===== config.mk =====
export PLATFORM = sky130hd
export DESIGN_NAME = pascal_style_token_scanner
export DESIGN_NICKNAME = d
export VERILOG_FILES = /design/src/rtl/pss_pkg.sv /design/src/rtl/pss_front.sv /design/src/rtl/pss_queue.sv /design/src/rtl/pss_scan.sv /design/src/rtl/pss_rsp_queue.sv /design/src/rtl/pascal_style_token_scanner.sv
export VERILOG_INCLUDE_DIRS = /design/src /design/src/rtl
export SDC_FILE = /design/constraint.sdc
export NUM_CORES = 1
export LEC_CHECK = 0
export BUFFER_PORTS_ARGS = -buffer_cell sky130_fd_sc_hd__buf_2
export CORE_MARGIN = 2
export CORE_UTILIZATION = 30
export CTS_BUF_LIST = sky130_fd_sc_hd__clkbuf_8
export DETAILED_ROUTE_END_ITERATION = 8
export PLACE_DENSITY = 0.48
export RECOVER_POWER = 25
export SETUP_SLACK_MARGIN = 0.05
export SLEW_MARGIN = 10
export SYNTH_ARGS = -nofsm -noshare
export SYNTH_HDL_FRONTEND = slang
export SYNTH_SLANG_ARGS = --single-unit
export TNS_END_PERCENT = 1

===== constraint.sdc =====
create_clock -name clock -period 8.62 [get_ports clock]
set_clock_uncertainty 0.05 [all_clocks]
set_input_delay 1.724 -clock clock [delete_from_list [all_inputs] [get_ports clock]]
set_output_delay 1.724 -clock clock [all_outputs]
set_load 0.01 [all_outputs]

===== src/rtl/assert_macros.svh =====
// ----------------------------------------------------------------------------
// Assertion macros
// Shared concurrent assertion forms used by the token scanner RTL.
// ----------------------------------------------------------------------------
`ifndef ASSERT_MACROS_SVH
`define ASSERT_MACROS_SVH

// Same-cycle implication, disabled while rst is high.
`define ASSERT_IMPLIES(lbl, clk, rst, ante, cons) \
   lbl: assert property (@(posedge clk) disable iff (rst) (ante) |-> (cons)) \
      else $error("implication check failed");

// Next-cycle implication, disabled while rst is high.
`define ASSERT_NEXT(lbl, clk, rst, ante, cons) \
   lbl: assert property (@(posedge clk) disable iff (rst) (ante) |=> (cons)) \
      else $error("next-cycle check failed");

`endif


===== src/rtl/pss_pkg.sv =====
// ----------------------------------------------------------------------------
// pss_pkg
// Types, constants and helpers shared by the token scanner modules.
// ----------------------------------------------------------------------------
package pss_pkg;

   // Longest line, in characters, before the line is flagged as too long.
   localparam int MAX_LINE = 4096;
   localparam int POS_W    = $clog2(MAX_LINE + 1);

   // Classified character queue between the front and the scanner.
   localparam int CQ_DEPTH = 4;
   localparam int CQ_PTR_W = $clog2(CQ_DEPTH);
   localparam int CQ_CNT_W = $clog2(CQ_DEPTH + 1);

   // Result queue ahead of the response port.
   localparam int RQ_DEPTH = 4;
   localparam int RQ_PTR_W = $clog2(RQ_DEPTH);
   localparam int RQ_CNT_W = $clog2(RQ_DEPTH + 1);

   localparam logic [7:0] CH_TAB     = 8'd9;
   localparam logic [7:0] CH_SPACE   = 8'd32;
   localparam logic [7:0] CH_QUOTE   = 8'd34;
   localparam logic [7:0] CH_DOT     = 8'd46;
   localparam logic [7:0] CH_ZERO    = 8'd48;
   localparam logic [7:0] CH_NINE    = 8'd57;
   localparam logic [7:0] CH_COLON   = 8'd58;
   localparam logic [7:0] CH_LT      = 8'd60;
   localparam logic [7:0] CH_EQ      = 8'd61;
   localparam logic [7:0] CH_GT      = 8'd62;
   localparam logic [7:0] CH_UPPER_A = 8'd65;
   localparam logic [7:0] CH_UPPER_Z = 8'd90;
   localparam logic [7:0] CH_UNDER   = 8'd95;
   localparam logic [7:0] CH_LOWER_A = 8'd97;
   localparam logic [7:0] CH_LOWER_Z = 8'd122;

   localparam logic [3:0] KIND_WORD     = 4'd0;
   localparam logic [3:0] KIND_SYMBOL   = 4'd1;
   localparam logic [3:0] KIND_STRING   = 4'd2;
   localparam logic [3:0] KIND_INTEGER  = 4'd3;
   localparam logic [3:0] KIND_REAL     = 4'd4;
   localparam logic [3:0] KIND_BAD_INT  = 4'd5;
   localparam logic [3:0] KIND_BAD_REAL = 4'd6;
   localparam logic [3:0] KIND_OPEN_STR = 4'd7;
   localparam logic [3:0] KIND_EOL      = 4'd8;
   localparam logic [3:0] KIND_TOO_LONG = 4'd9;

   typedef struct packed {
      logic [7:0] char_code;
      logic       line_end;
   } req_type;

   typedef struct packed {
      logic [3:0]  token_kind;
      logic [11:0] token_start;
      logic [12:0] token_length;
      logic        last_of_run;
   } rsp_type;

   typedef enum logic [3:0] {
      CLS_SEP,
      CLS_DIGIT,
      CLS_ALPHA,
      CLS_QUOTE,
      CLS_COLON,
      CLS_GT,
      CLS_LT,
      CLS_EQ,
      CLS_DOT,
      CLS_OTHER
   } cls_type;

   typedef struct packed {
      logic    line_end;
      cls_type cls;
   } item_type;

   typedef enum logic [8:0] {
      MODE_IDLE  = 9'b000000001,
      MODE_WORD  = 9'b000000010,
      MODE_INT   = 9'b000000100,
      MODE_REAL  = 9'b000001000,
      MODE_STR   = 9'b000010000,
      MODE_COLON = 9'b000100000,
      MODE_GT    = 9'b001000000,
      MODE_LT    = 9'b010000000,
      MODE_SKIP  = 9'b100000000
   } mode_type;

   // Up to two results written by the scanner in one cycle, first in order.
   typedef struct packed {
      logic [1:0] count;
      rsp_type    first;
      rsp_type    second;
   } push_type;

   function automatic logic [11:0] to_start(input logic [POS_W-1:0] v);
      logic [31:0] w;
      w = 32'(v);
      return w[11:0];
   endfunction

   function automatic logic [12:0] to_len(input logic [POS_W-1:0] v);
      logic [31:0] w;
      w = 32'(v);
      return w[12:0];
   endfunction

   function automatic rsp_type make_rsp(input logic [3:0] kind, input logic [11:0] start,
                                        input logic [12:0] len);
      rsp_type r;
      r.token_kind   = kind;
      r.token_start  = start;
      r.token_length = len;
      r.last_of_run  = 1'b0;
      return r;
   endfunction

endpackage


===== src/rtl/pss_front.sv =====
// ----------------------------------------------------------------------------
// pss_front
// Accepts characters and sorts each into a character class for the scanner.
// ----------------------------------------------------------------------------
module pss_front (
   input  logic              req_valid,
   input  pss_pkg::req_type  req_data,
   output logic              req_stall,
   input  logic              cq_full,
   output logic              cq_push,
   output pss_pkg::item_type cq_item
);
   import pss_pkg::*;

   logic [7:0] c;
   cls_type    cls;

   assign c         = req_data.char_code;
   assign req_stall = cq_full;
   assign cq_push   = req_valid & ~cq_full;

   always_comb begin
      priority if (c == CH_SPACE || c == CH_TAB) begin
         cls = CLS_SEP;
      end else if (c >= CH_ZERO && c <= CH_NINE) begin
         cls = CLS_DIGIT;
      end else if ((c >= CH_UPPER_A && c <= CH_UPPER_Z) ||
                   (c >= CH_LOWER_A && c <= CH_LOWER_Z) || c == CH_UNDER) begin
         cls = CLS_ALPHA;
      end else if (c == CH_QUOTE) begin
         cls = CLS_QUOTE;
      end else if (c == CH_COLON) begin
         cls = CLS_COLON;
      end else if (c == CH_GT) begin
         cls = CLS_GT;
      end else if (c == CH_LT) begin
         cls = CLS_LT;
      end else if (c == CH_EQ) begin
         cls = CLS_EQ;
      end else if (c == CH_DOT) begin
         cls = CLS_DOT;
      end else begin
         cls = CLS_OTHER;
      end
   end

   assign cq_item.line_end = req_data.line_end;
   assign cq_item.cls      = cls;

endmodule


===== src/rtl/pss_queue.sv =====
// ----------------------------------------------------------------------------
// pss_queue
// Small first-in first-out queue of classified characters.
// ----------------------------------------------------------------------------
module pss_queue (
   input  logic              clock,
   input  logic              reset,
   input  logic              push,
   input  pss_pkg::item_type push_item,
   input  logic              pop,
   output pss_pkg::item_type head_item,
   output logic              full,
   output logic              empty
);
   import pss_pkg::*;

   item_type              slot_ff [CQ_DEPTH];
   logic [CQ_PTR_W-1:0]   wr_ff, wr_in;
   logic [CQ_PTR_W-1:0]   rd_ff, rd_in;
   logic [CQ_CNT_W-1:0]   count_ff, count_in;

   assign full      = (count_ff == CQ_CNT_W'(CQ_DEPTH));
   assign empty     = (count_ff == '0);
   assign head_item = slot_ff[rd_ff];

   always_comb begin
      wr_in    = push ? wr_ff + CQ_PTR_W'(1) : wr_ff;
      rd_in    = pop  ? rd_ff + CQ_PTR_W'(1) : rd_ff;
      count_in = count_ff + CQ_CNT_W'(push) - CQ_CNT_W'(pop);
   end

   always_ff @(posedge clock) begin
      if (reset) begin
         wr_ff    <= '0;
         rd_ff    <= '0;
         count_ff <= '0;
      end else begin
         wr_ff    <= wr_in;
         rd_ff    <= rd_in;
         count_ff <= count_in;
      end
   end

   always_ff @(posedge clock) begin
      if (push) begin
         slot_ff[wr_ff] <= push_item;
      end
   end

endmodule


===== src/rtl/pss_scan.sv =====
// ----------------------------------------------------------------------------
// pss_scan
// Token state machine: consumes one classified character per cycle while one is
// queued and the result queue has room, and produces up to two results for it.
// ----------------------------------------------------------------------------
module pss_scan (
   input  logic              clock,
   input  logic              reset,
   input  logic              item_valid,
   input  pss_pkg::item_type item,
   input  logic              room,
   output logic              pop,
   output pss_pkg::push_type push
);
   import pss_pkg::*;

   mode_type         mode_ff, mode_in;
   logic [POS_W-1:0] pos_ff, pos_in;
   logic [POS_W-1:0] pstart_ff, pstart_in;

   logic [POS_W-1:0] p;
   logic [POS_W-1:0] len;
   mode_type         bt_mode;
   logic [POS_W-1:0] bt_pstart;
   logic             bt_emit;
   rsp_type          sym_here;
   rsp_type          sym_pend;
   rsp_type          tok;
   logic             has_tok;
   rsp_type          r0, r1;
   logic [1:0]       n;

   assign pop      = item_valid & room;
   assign p        = pos_ff;
   assign len      = pos_ff - pstart_ff;
   assign sym_here = make_rsp(KIND_SYMBOL, to_start(p), 13'd1);
   assign sym_pend = make_rsp(KIND_SYMBOL, to_start(pstart_ff), 13'd1);

   // Start of a new token from the idle state, or after a word or symbol ends.
   always_comb begin
      bt_mode   = MODE_IDLE;
      bt_pstart = p;
      bt_emit   = 1'b0;
      unique case (item.cls)
         CLS_SEP:   bt_pstart = pstart_ff;
         CLS_QUOTE: begin
            bt_mode   = MODE_STR;
            bt_pstart = p + POS_W'(1);
         end
         CLS_COLON: bt_mode = MODE_COLON;
         CLS_GT:    bt_mode = MODE_GT;
         CLS_LT:    bt_mode = MODE_LT;
         CLS_DIGIT: bt_mode = MODE_INT;
         CLS_ALPHA: bt_mode = MODE_WORD;
         default:   bt_emit = 1'b1;
      endcase
   end

   // Token still pending when the line ends.
   always_comb begin
      has_tok = 1'b1;
      tok     = make_rsp(KIND_WORD, to_start(pstart_ff), to_len(len));
      unique case (mode_ff)
         MODE_WORD: tok.token_kind = KIND_WORD;
         MODE_INT:  tok.token_kind = KIND_INTEGER;
         MODE_REAL: tok.token_kind = KIND_REAL;
         MODE_STR:  tok.token_kind = KIND_OPEN_STR;
         MODE_COLON, MODE_GT, MODE_LT: tok = sym_pend;
         default:   has_tok = 1'b0;
      endcase
   end

   always_comb begin
      mode_in   = mode_ff;
      pos_in    = pos_ff;
      pstart_in = pstart_ff;
      n         = 2'd0;
      r0        = '0;
      r1        = '0;
      if (item.line_end) begin
         if (has_tok) begin
            r0 = tok;
            r1 = make_rsp(KIND_EOL, 12'd0, to_len(p));
            n  = 2'd2;
         end else begin
            r0 = make_rsp(KIND_EOL, 12'd0, to_len(p));
            n  = 2'd1;
         end
         mode_in   = MODE_IDLE;
         pos_in    = '0;
         pstart_in = '0;
      end else if (p >= POS_W'(MAX_LINE)) begin
         if (mode_ff != MODE_SKIP) begin
            mode_in = MODE_SKIP;
            r0      = make_rsp(KIND_TOO_LONG, 12'd0, 13'd0);
            n       = 2'd1;
         end
      end else begin
         pos_in = p + POS_W'(1);
         unique case (mode_ff)
            MODE_IDLE: begin
               mode_in   = bt_mode;
               pstart_in = bt_pstart;
               r0        = sym_here;
               n         = bt_emit ? 2'd1 : 2'd0;
            end
            MODE_WORD: begin
               if (item.cls != CLS_ALPHA && item.cls != CLS_DIGIT) begin
                  r0        = make_rsp(KIND_WORD, to_start(pstart_ff), to_len(len));
                  r1        = sym_here;
                  n         = bt_emit ? 2'd2 : 2'd1;
                  mode_in   = bt_mode;
                  pstart_in = bt_pstart;
               end
            end
            MODE_INT, MODE_REAL: begin
               if (item.cls == CLS_DIGIT) begin
                  mode_in = mode_ff;
               end else if (mode_ff == MODE_INT && item.cls == CLS_DOT) begin
                  mode_in = MODE_REAL;
               end else if (item.cls == CLS_SEP) begin
                  r0 = make_rsp((mode_ff == MODE_INT) ? KIND_INTEGER : KIND_REAL,
                                to_start(pstart_ff), to_len(len));
                  n       = 2'd1;
                  mode_in = MODE_IDLE;
               end else begin
                  r0 = make_rsp((mode_ff == MODE_INT) ? KIND_BAD_INT : KIND_BAD_REAL,
                                to_start(pstart_ff), to_len(len));
                  n       = 2'd1;
                  mode_in = MODE_SKIP;
               end
            end
            MODE_STR: begin
               if (item.cls == CLS_QUOTE) begin
                  r0      = make_rsp(KIND_STRING, to_start(pstart_ff), to_len(len));
                  n       = 2'd1;
                  mode_in = MODE_IDLE;
               end
            end
            MODE_COLON, MODE_GT, MODE_LT: begin
               if (item.cls == CLS_EQ || (mode_ff == MODE_LT && item.cls == CLS_GT)) begin
                  r0      = make_rsp(KIND_SYMBOL, to_start(pstart_ff), 13'd2);
                  n       = 2'd1;
                  mode_in = MODE_IDLE;
               end else begin
                  r0        = sym_pend;
                  r1        = sym_here;
                  n         = bt_emit ? 2'd2 : 2'd1;
                  mode_in   = bt_mode;
                  pstart_in = bt_pstart;
               end
            end
            default: mode_in = MODE_SKIP;
         endcase
      end
      r0.last_of_run = (n == 2'd1);
      r1.last_of_run = (n == 2'd2);
   end

   assign push.count  = pop ? n : 2'd0;
   assign push.first  = r0;
   assign push.second = r1;

   always_ff @(posedge clock) begin
      if (reset) begin
         mode_ff   <= MODE_IDLE;
         pos_ff    <= '0;
         pstart_ff <= '0;
      end else if (pop) begin
         mode_ff   <= mode_in;
         pos_ff    <= pos_in;
         pstart_ff <= pstart_in;
      end
   end

endmodule


===== src/rtl/pss_rsp_queue.sv =====
// ----------------------------------------------------------------------------
// pss_rsp_queue
// Result queue that takes up to two results per cycle and hands out one.
// ----------------------------------------------------------------------------
module pss_rsp_queue (
   input  logic              clock,
   input  logic              reset,
   input  pss_pkg::push_type push,
   output logic              room,
   output logic              rsp_valid,
   input  logic              rsp_stall,
   output pss_pkg::rsp_type  rsp_data
);
   import pss_pkg::*;

   rsp_type             slot_ff [RQ_DEPTH];
   logic [RQ_PTR_W-1:0] wr_ff, wr_in;
   logic [RQ_PTR_W-1:0] rd_ff, rd_in;
   logic [RQ_CNT_W-1:0] count_ff, count_in;
   logic [RQ_PTR_W-1:0] wr_next;
   logic                pop;

   assign rsp_valid = (count_ff != '0);
   assign rsp_data  = slot_ff[rd_ff];
   assign pop       = rsp_valid & ~rsp_stall;
   // Two free entries are needed before the scanner may take a character.
   assign room      = (count_ff <= RQ_CNT_W'(RQ_DEPTH - 2));
   assign wr_next   = wr_ff + RQ_PTR_W'(1);

   always_comb begin
      wr_in    = wr_ff + RQ_PTR_W'(push.count);
      rd_in    = pop ? rd_ff + RQ_PTR_W'(1) : rd_ff;
      count_in = count_ff + RQ_CNT_W'(push.count) - RQ_CNT_W'(pop);
   end

   always_ff @(posedge clock) begin
      if (reset) begin
         wr_ff    <= '0;
         rd_ff    <= '0;
         count_ff <= '0;
      end else begin
         wr_ff    <= wr_in;
         rd_ff    <= rd_in;
         count_ff <= count_in;
      end
   end

   always_ff @(posedge clock) begin
      if (push.count != 2'd0) begin
         slot_ff[wr_ff] <= push.first;
      end
      if (push.count == 2'd2) begin
         slot_ff[wr_next] <= push.second;
      end
   end

endmodule


===== src/rtl/pascal_style_token_scanner.sv =====
// ----------------------------------------------------------------------------
// pascal_style_token_scanner
// Splits a line of characters into tokens and reports class, offset, length.
// ----------------------------------------------------------------------------
// Usage: one character word enters on the req_ channel per accepted cycle; a
// word with line_end set closes the line. Each input word causes zero, one or
// two result words on the rsp_ channel, and the last result of a word carries
// last_of_run. A word is accepted when req_valid is high and req_stall is low;
// a result is taken when rsp_valid is high and rsp_stall is low.
// When the queues are empty, an accepted character is written to the
// character queue, is then scanned, and its results are written to the result
// queue, which raises rsp_valid. Throughput is one character per cycle while
// the result queue has two free entries, limited by the scanner state machine,
// which handles one character per cycle; long runs of characters that yield
// two results drain at one result per cycle.
// While the receiver stalls, results collect in a four-entry result queue and
// then characters collect in a four-entry character queue; once that fills,
// req_stall rises. Synchronous reset empties both queues and returns the
// scanner to the start of a line with the position counter at zero.
// ----------------------------------------------------------------------------
`include "assert_macros.svh"

module pascal_style_token_scanner (
   input  logic             clock,
   input  logic             reset,
   input  logic             req_valid,
   output logic             req_stall,
   input  pss_pkg::req_type req_data,
   output logic             rsp_valid,
   input  logic             rsp_stall,
   output pss_pkg::rsp_type rsp_data
);
   import pss_pkg::*;

   // Front to queue: classified characters.
   logic     cq_push;
   item_type cq_item;
   logic     cq_full;
   logic     cq_empty;
   item_type cq_head;

   // Queue to scanner to result queue.
   logic     cq_pop;
   logic     rq_room;
   push_type scan_push;

   // The front classifies each character combinationally and writes it to the
   // character queue; it stalls the requester only when that queue is full.
   pss_front u_front (
      .req_valid (req_valid),
      .req_data  (req_data),
      .req_stall (req_stall),
      .cq_full   (cq_full),
      .cq_push   (cq_push),
      .cq_item   (cq_item)
   );

   pss_queue u_queue (
      .clock     (clock),
      .reset     (reset),
      .push      (cq_push),
      .push_item (cq_item),
      .pop       (cq_pop),
      .head_item (cq_head),
      .full      (cq_full),
      .empty     (cq_empty)
   );

   // The scanner takes a character only when two result slots are free, so
   // a character never has to be split across cycles.
   pss_scan u_scan (
      .clock      (clock),
      .reset      (reset),
      .item_valid (~cq_empty),
      .item       (cq_head),
      .room       (rq_room),
      .pop        (cq_pop),
      .push       (scan_push)
   );

   pss_rsp_queue u_rsp_queue (
      .clock     (clock),
      .reset     (reset),
      .push      (scan_push),
      .room      (rq_room),
      .rsp_valid (rsp_valid),
      .rsp_stall (rsp_stall),
      .rsp_data  (rsp_data)
   );

   // The scanner only writes results when the result queue has room for both.
   `ASSERT_IMPLIES(a_rsp_no_overflow, clock, reset, scan_push.count != 2'd0, rq_room)
   // Characters are only consumed from a non-empty queue.
   `ASSERT_IMPLIES(a_cq_no_underflow, clock, reset, cq_pop, !cq_empty)
   // A single result is always the final one of its character.
   `ASSERT_IMPLIES(a_single_is_last, clock, reset, scan_push.count == 2'd1, scan_push.first.last_of_run)
   // Reset leaves the result port idle.
   `ASSERT_NEXT(a_reset_idle, clock, 1'b0, reset, !rsp_valid)

endmodule

### After elaboration in Yosys (flattened, before gate mapping)

Memory sizes are Yosys's and may differ from the RTL's. A register that Yosys moved wholly into a read port is not among the register bits.
Index checks and enable logic that the tools add are counted.

* output and inout bits: 32
* memory bits (read-only): 0
* bits in latches: 0
* bits in registers: 49
* memories: 2
* bits in writable memories: 140
* logic and storage cells: 170

Memories
* u_rsp_queue.slot_ff: depth 4, bits a word 30, rd ports 1, clocked after Yosys merged registers in 1, write ports 2, line pss_rsp_queue.sv:16 `rsp_type slot_ff [RQ_DEPTH];`
* u_queue.slot_ff: depth 4, bits a word 5, rd ports 1, clocked after Yosys merged registers in 1, write ports 1, line pss_queue.sv:17 `item_type slot_ff [CQ_DEPTH];`

* $mul: 0
* reduce and logical (&&, ||, !) cells: 22
* mux-type cells: 73
* shifts and indexed selects: 0
* div/mod/pow operators: 0
* add/sub/neg operators: 11
* equality and inequality tests: 39
* bitwise operators: 6
* $lt $le $gt $ge: 8

Operators by type and width (number)
* $mux W30: 9
* $pmux W30 S5: 1
* $mux W9: 9
* $mux W13: 6
* $pmux W30 S2: 1
* $eq A8 B6 Y1 const B: 7
* $mux W27: 2
* $pmux W8 S6: 1
* $pmux W9 S5: 1
* $pmux W13 S3: 1
* $mux W4: 8
* $mux W29: 1
* $mux W28: 1
* $mux W2: 13
* $mux W26: 1
* $pmux W13 S2: 1
* $eq A4 B3 Y1 const B: 4
* $ge A8 B7 Y1 const B: 2
* $le A8 B7 Y1 const B: 2
* $mux W14: 1
* $reduce_or A7 Y1: 2
* $add A13 B1 Y13 const B: 1
* $ge A13 B13 Y1 const B: 1
* $sub A13 B13 Y13: 1
* other kinds (48): 82

### Depth between registers and ports, before layout

Gate-level depths: netlist of the first run.

* depth after elaboration: 11
* gate-level depth with buffers: 17

### Cells and area by module

A second synthesis of the first run with hierarchy kept.

* cell total of the unflattened synthesis: 964
* area, all modules: 11257.0 sq um

Modules (own cells, without submodules)
* pss_rsp_queue: area each 6257.3 sq um, instances 1, seq. area each 3783.6 sq um, cells each 346
* pss_scan: area each 3575.9 sq um, instances 1, seq. area each 700.7 sq um, cells each 513
* pss_queue: area each 1163.6 sq um, instances 1, seq. area each 780.7 sq um, cells each 68
* pss_front: area each 256.5 sq um, instances 1, seq. area each 0.0 sq um, cells each 36
* pascal_style_token_scanner: area each 3.8 sq um, instances 1, seq. area each 0.0 sq um, cells each 1

### Least setup slack after synthesis of the first run

OpenSTA, ideal clock, no wires.

* path kind: register to register
* start: reg (tool-made name)
* end: reg u_rsp_queue.count_ff[2]
* arrival time: 3553 ps
* library setup time: 128 ps
* path buffers: 2
* period minus slack after synthesis: 3730 ps
* data required time: 8442 ps
* cell stages (with the launch flop): 17
* setup slack: 4890 ps
* path through: dfxtp_1 buf_6 mux4_2 buf_6 or3_4 o311ai_4 nand2_1 o211ai_4 and2_1 nand2b_1 ha_1 inv_1 ha_1 fa_1 xor2_1 xnor2_1 nor2_1

RTL lines
* end signal, assigned: line pss_rsp_queue.sv:44 `count_ff <= count_in;`
* end, declared: line pss_rsp_queue.sv:19 `logic [RQ_CNT_W-1:0] count_ff, count_in;`

### Worst setup path after layout of the first run

* start: reg u_scan.mode_ff[4]
* end: reg u_rsp_queue.count_ff[2]

* cells in the longest elaborated chain, start to end: 10
* elaborated cells on any way between the ends: 27

Ends and longest elaborated chain
* start, declared: line pss_scan.sv:17 `mode_type mode_ff, mode_in;`
* start signal, assigned: line pss_scan.sv:170 `mode_ff <= mode_in;`
* $eq A9 B3 Y1 or $eq A9 B8 Y1 (tied branches)
* $logic_and A1 B1 Y1 (on tied branches): line pss_scan.sv:119, pss_scan.sv:141
* $mux W1 or $logic_or A1 B1 Y1 (tied branches): line pss_scan.sv:119, pss_scan.sv:141
* $mux W2 (on tied branches): line pss_scan.sv:117, pss_scan.sv:141
* $pmux W2 S5: line pss_scan.sv:100 `unique case (mode_ff)`
* $mux W2: line pss_scan.sv:92 `end else if (p >= POS_W'(MAX_LINE)) begin`
* $mux W2 (*): line pss_scan.sv:80 `if (item.line_end) begin`
* $mux W2 (*): line pss_scan.sv:160 `assign push.count = pop ? n : 2'd0;`
* $add A3 B2 Y3 (*): line pss_rsp_queue.sv:33 `count_in = count_ff + RQ_CNT_W'(push.count) - RQ_CNT_W'(pop);`
* $sub A3 B1 Y3 (*): line pss_rsp_queue.sv:33

Mark *: on every way between the ends. The rest lies on a longest branch, timed or not.
A chain may end at the register's enable or synchronous reset.

==> flow_metrics.tcl, run 1 <==
set metrics [dict create \
    ys.flop_type "edfxtp_1" \
    gp_congestion 0.857 \
    fillers 3615 \
    fmaxAchievable_mhz 203 \
    dpl.hpwl_mm 21.1 \
    reg2reg_slack_ps 3690 \
    cp_data_required_time_ps 8850 \
    clk_latency_ps 490 \
    synth_fp_nets 1023 \
    num_rows 69 \
    whs_ps 416 \
    cts-root-buf "clkbuf_8" \
    first_pass_iters 6 \
    whs_path_depth 2 \
    grt_use_total 0.163 \
    overflow 0 \
    avgRoutedWirePerCell_um 21.1 \
    drtIter0Drc 806 \
    grt_pass1_vias 7865 \
    place_area_mm2 0.0114 \
    synth_edf_count 132 \
    floorplan.initialDensity 0.305 \
    path_depth 14 \
    maxSlewHeadroom -0.652 \
    avgViaCountPerCell 5.64 \
    cts_tree "built" \
    core-area_mm2 0.0356 \
    pin_count 45 \
    stdcell_area_mm2 0.0118 \
    synth_cells 982 \
    violations "capacitance limit, slew limit" \
    die_w_um 194 \
    ir_drop_mv 0.147 \
    numCtsBuffers 17 \
    cts_setup_buffers 0 \
    final_nets 1019 \
    finalSetupTns_ps 0 \
    worstPathMaxFanout 13 \
    crit_chain "xnor2_1, nor2_1, o311ai_0, and3_1, a21oi_1, and2_1, nand2b_1, ha_1, inv_1, ha_1, fa_1, xor2_1, xnor2_1, nor2_1" \
    hp-class "reg -> reg" \
    reg2reg_to "u_rsp_queue.count_ff[2]" \
    finalCriticalPeriod_ps 4930 \
    postCtsResizedCells 0 \
    regToRegStartpoint "u_scan.mode_ff[4]" \
    setup_viol 0 \
    whs_endpoint "u_rsp_queue.slot_ff[3][28]" \
    portBuffers 44 \
    layout-drive-gt1-share 0.154 \
    syn_avg_cell_area_um2 11.1 \
    cp-start-kind "register" \
    area_growth_syn_to_layout_pct 8.61 \
    vias 8191 \
    status "finished with violations" \
    rsz0062_at_grt "false" \
    postCtsHoldBufs 0 \
    powerDensity_mw_per_mm2 277 \
    slowest_delay_ps 1360 \
    ys_types 71 \
    grt_max_degree 55 \
    yosysWarnings 0 \
    finalHoldViolations 0 \
    worstMarginPinSlew_ps 2480 \
    cpLargestDelayFamily "compound AO/OA/AOI/OAI gates" \
    slew_viol_final 61 \
    htreeDepth 4 \
    clk_pin_slew_worst_paths_ps 100 \
    worstSetupPathType "reg -> reg" \
    finalCritPeriodShare 0.572 \
    dieHeight_um 194 \
    path_buf_inv 1 \
    slowest_stage "o311ai_0" \
    worstRegToRegCells 14 \
    synth_seq_cells 193 \
    postSynth.asyncResetShare 0 \
    arrival_ps 5160 \
    p_leak_nw 3.77 \
    drc 0 \
    clockBufferDepth 2 \
    power_mw 3.26 \
    insertedDiodeCount 0 \
    grt_pass1_wl_mm 47.7 \
    holdCritStartpoint "u_rsp_queue.slot_ff[3][28]" \
    cap_violations 2 \
    antenna_found_initial 0 \
    die_area_mm2 0.0377 \
    detail-route-antenna-nets 0 \
    cts_sinks 193 \
    synth-seq-area-share 0.477 \
    drt_wl_total_mm 30.7 \
    worstSetupEndpointType "register" \
    syn_area_mm2 0.0109 \
]
-- cells by family (layout without fill, tap and decap cells) --
kind of cell / Yosys count / after routing / synth area share
compound gates: 279 / 279 / 0.195
flops: 193 / 193 / 0.477
xor+xnor: 37 / 37 / 0.0298
simple gates: 283 / 283 / 0.133
buf+inv: 116 / 125 / 0.0479
mux: 46 / 46 / 0.0830
fa+ha+maj: 28 / 28 / 0.0343
-- layout by cell type, fill, tap and decap left out, types with 15 or more instances in the layout --
cell type	synthesis	final
edfxtp_1	132	132
nor2_1	80	80
nand2_1	67	65
dfxtp_1	61	60
a32o_1	54	54
o22ai_1	48	48
o21ai_0	39	39
buf_2	8	39
inv_1	33	35
a21oi_1	35	35
mux4_2	35	35
xnor2_1	30	30
ha_1	25	25
nand3b_1	23	23
clkbuf_8	0	18
nor3_1	16	16
a22o_1	16	16
buf_4	6	15
-- metal layers --
layer / wire length [um] / track usage / vias to the layer above
met5: 0 / 0 / -
met4: 456 / 0.0455 / 0
met3: 1720 / 0.0280 / 35
met2: 14300 / 0.253 / 245
met1: 14200 / 0.233 / 4133
li1: - / - / 3778
-- where the power goes --
part	internal, mW	switching [mW]
clock	0.270	0.352
combinational	0.492	0.879
sequential	1.18	0.0863
-- cells in the mapped netlist (11+ instances only) --
cell type / n / share of area
a21oi_1: 35 / 0.016
a22o_1: 16 / 0.013
a22oi_2: 11 / 0.013
a32o_1: 54 / 0.050
and3_1: 11 / 0.0063
clkbuf_1: 55 / 0.019
dfxtp_1: 61 / 0.11
edfxtp_1: 132 / 0.37
ha_1: 25 / 0.029
inv_1: 33 / 0.011
mux4_2: 35 / 0.073
nand2_1: 67 / 0.023
nand2b_1: 13 / 0.0075
nand3_1: 13 / 0.0060
nand3b_1: 23 / 0.016
nor2_1: 80 / 0.028
nor2b_1: 11 / 0.0063
nor3_1: 16 / 0.0074
o21ai_0: 39 / 0.018
o22ai_1: 48 / 0.028
xnor2_1: 30 / 0.024
-- flip-flops by register name, summed over array words and instances (netlist names), named ones only --
signal	cells
u_rsp_queue.slot_ff	120
u_queue.slot_ff	20
u_scan.p	13
u_queue.count_ff	3
u_rsp_queue.count_ff	3
u_queue.rd_ff	2
u_rsp_queue.wr_ff	2
u_scan.mode_ff	9
u_scan.pstart_ff	13
u_rsp_queue.rd_ff	2
u_queue.wr_ff	2
-- worst max path at each step --
stage,start,end,slack (ps)
CTS,u_scan.mode_ff[3],u_rsp_queue.slot_ff[2][9],3980
global route,u_scan.mode_ff[4],u_rsp_queue.count_ff[2],3430
detailed placement,u_scan.mode_ff[2],u_rsp_queue.slot_ff[2][12],4010
finish,u_scan.mode_ff[4],u_rsp_queue.count_ff[2],3690
floorplan,register,u_rsp_queue.count_ff[2],4890
global placement,u_scan.mode_ff[2],u_rsp_queue.slot_ff[2][11],4240
-- worst register-to-register path: stages (launching register included) --
cell and delay [ps]:
dfxtp_1 500, xnor2_1 160, nor2_1 90, o311ai_0 1360
and3_1 690, a21oi_1 180, and2_1 260, nand2b_1 170
ha_1 290, inv_1 40, ha_1 190, fa_1 380
xor2_1 180, xnor2_1 130, nor2_1 50
-- through the flow --
stage / utilization / cells / setup WS, ps
global route: 0.332 / 1452 / 3430
detailed placement: 0.320 / 1420 / 4010
finish: 0.332 / 1452 / 3690
CTS: 0.332 / 1452 / 3980
global placement: 0.320 / 1420 / 4240
floorplan: - / 982 / 4890
-- final cells by class --
type	instances	area, um^2	share of cell area
clock buffer	18	248	0.0210
multi-input combinational	673	5170	0.439
inverter	33	124	0.0105
sequential	193	5190	0.440
tap	461	577	0.0489
timing repair buffer	60	330	0.0280
clock inverter	14	156	0.0133
(Power assumes the default switching activity.)
==> run 2, diff against run 1 <==
Clock period 8.62 ns to 4.58 ns, I/O delays scaled along.
==> run 2 against run 1 <==
  * The flow now finishes without violations
  * Maximum frequency increased by 20%
  * Die area unchanged
  * Sequential power increased by 89%
  * Critical path type unchanged
  * Worst hold slack about the same
  * Register-to-register slack got worse by 3200 ps
  * Clock-buffer cell count decreased by 1
  * Critical endpoint unchanged
  * Cell count increased by 1.6%
==> flow_metrics.tcl, run 2 (synthesis results as in run 1) <==
set metrics [dict create \
    vias 8180 \
    register_area_mm2 0.00519 \
    worstRegToRegCells 15 \
    final_util 0.336 \
    drt_wl_total_mm 31.2 \
    detail-route-antenna-nets 0 \
    setup_viol 0 \
    finalSetupTns_ps 0 \
    multiInputGateArea_mm2 0.00516 \
    slew_viol_final 0 \
    die_area_mm2 0.0377 \
    avgRoutedWirePerCell_um 21.2 \
    status "finished, final reports clean" \
    finalHoldViolations 0 \
    num_rows 69 \
    reg2reg_to "u_rsp_queue.count_ff[2]" \
    cp_data_required_time_ps 4860 \
    worstSetupPathType "reg -> reg" \
    clockBufferDepth 2 \
    grt_pass1_wl_mm 48.9 \
    cts_tree "built" \
    arrival_ps 4370 \
    holdCritStartpoint "u_rsp_queue.slot_ff[1][27]" \
    area_growth_syn_to_layout_pct 10.2 \
    finalCritPeriodShare 0.894 \
    p_leak_nw 3.88 \
    top_register "u_rsp_queue.slot_ff" \
    worstSetupEndpointType "register" \
    whs_endpoint "u_rsp_queue.slot_ff[1][27]" \
    pin_count 45 \
    drc 0 \
    whs_path_depth 2 \
    avgViaCountPerCell 5.55 \
    power_mw 6.22 \
    largest_reg_flops 120 \
    clk_latency_ps 500 \
    overflow 0 \
    gp_congestion 0.851 \
    worstPathMaxFanout 9 \
    antenna_found_initial 0 \
    fillers 3617 \
    cap_violations 0 \
    grt_use_total 0.167 \
    dpl.hpwl_mm 21.5 \
    ir_drop_mv 0.256 \
    htreeDepth 4 \
    grt_max_degree 54 \
    numCtsBuffers 17 \
    largestRegisters "u_rsp_queue.slot_ff (120), u_queue.slot_ff (20)" \
    hp-class "reg -> reg" \
    powerDensity_mw_per_mm2 520 \
    cts_sinks 193 \
    cts-root-buf "clkbuf_8" \
    layout-drive-gt1-share 0.168 \
    floorplan.initialDensity 0.305 \
    fmaxAchievable_mhz 244 \
    dieHeight_um 194 \
    portBuffers 44 \
    cts_setup_buffers 0 \
    die_w_um 194 \
    drtIter0Drc 625 \
    first_pass_iters 7 \
    layout_common_cells "edfxtp_1, nor2_1, nand2_1" \
    final_common_cell "edfxtp_1" \
    reg2reg_slack_ps 490 \
    busiest_layer "met2" \
    worstMarginPinSlew_ps 1340 \
    finalCriticalPeriod_ps 4090 \
    cp-start-kind "register" \
    clk_pin_slew_worst_paths_ps 110 \
    insertedDiodeCount 0 \
    maxSlewHeadroom 0.104 \
    core-area_mm2 0.0356 \
    postCtsResizedCells 0 \
    use_met3 0.0228 \
    met2_usage 0.277 \
    final_nets 1042 \
    grt.met1_usage 0.227 \
    postCtsHoldBufs 0 \
    grt_pass1_vias 8072 \
    rsz0062_at_grt "false" \
]
run 2: cell count changes in the layout (fill, tap and decap cells not counted), moves of 2 or more:
cell        delta
clkbuf_1       +3
clkinvlp_4     -2
buf_4         +20
nand2_2        -3
clkinv_4       -2
nand2_1        +3
inv_8          +2
clkinv_8       +3
run 2: critical path, cell delays in order, from the launching register on:
cell and delay [ps]:
dfxtp_2 460, mux4_2 640, or2_1 340, o21bai_1 270, a22oi_1 110, o21a_1 200
o211ai_4 300, and2_1 300, nand2b_1 140, ha_1 140, inv_1 40, ha_1 190
fa_1 380, xor2_1 190, xnor2_1 130, nor2_1 50
run 2: power by group:
| group | leakage [nW] | internal, mW | total [mW] | switching, mW |
|---|---|---|---|---|
| Sequential | 1.75 | 2.22 | 2.40 | 0.181 |
| Clock | 0.206 | 0.460 | 1.16 | 0.702 |
| Combinational | 1.93 | 0.984 | 2.66 | 1.68 |
| Total | 3.88 | 3.67 | 6.22 | 2.56 |
run 2: through the flow:
stage | setup slack (ps) | std cells | instance area [um^2] | hold WS, ps
2_1_floorplan | 850 | 982 | 10900 | 385
3_3_place_gp | 443 | 1443 | 11600 | 399
3_5_place_dp | 360 | 1443 | 11600 | 405
4_1_cts | 331 | 1475 | 12000 | 419
5_1_grt | 140 | 1475 | 12000 | 449
6_report | 487 | 1475 | 12000 | 416
run 2: cell type report:
type                    instances  share of cell area
clock buffers                  17              0.0196
clock inverters                15              0.0145
inverters                      33              0.0104
multi-input cells             673               0.431
flip-flops and latches        193               0.434
well taps                     461              0.0482
repair buffers                 83              0.0424
run 2: per-layer routing:
metal  share of wire  up-vias
li1                -     3825
met1            0.47     4103
met2            0.48      224
met3           0.037       28
met4           0.016        0
met5               0        -
run 2: how the worst max path moves through the flow:
stage                                    endpoint  startpoint  slack (ps)  cells past startpoint
final                     u_rsp_queue.count_ff[2]    register         490                     15
after global routing      u_rsp_queue.count_ff[2]    register         140                     15
after CTS                 u_rsp_queue.count_ff[2]    register         330                     15
after detailed placement  u_rsp_queue.count_ff[2]    register         360                     15
after global placement    u_rsp_queue.count_ff[2]    register         440                     15
after floorplan           u_rsp_queue.count_ff[2]    register         850                     16
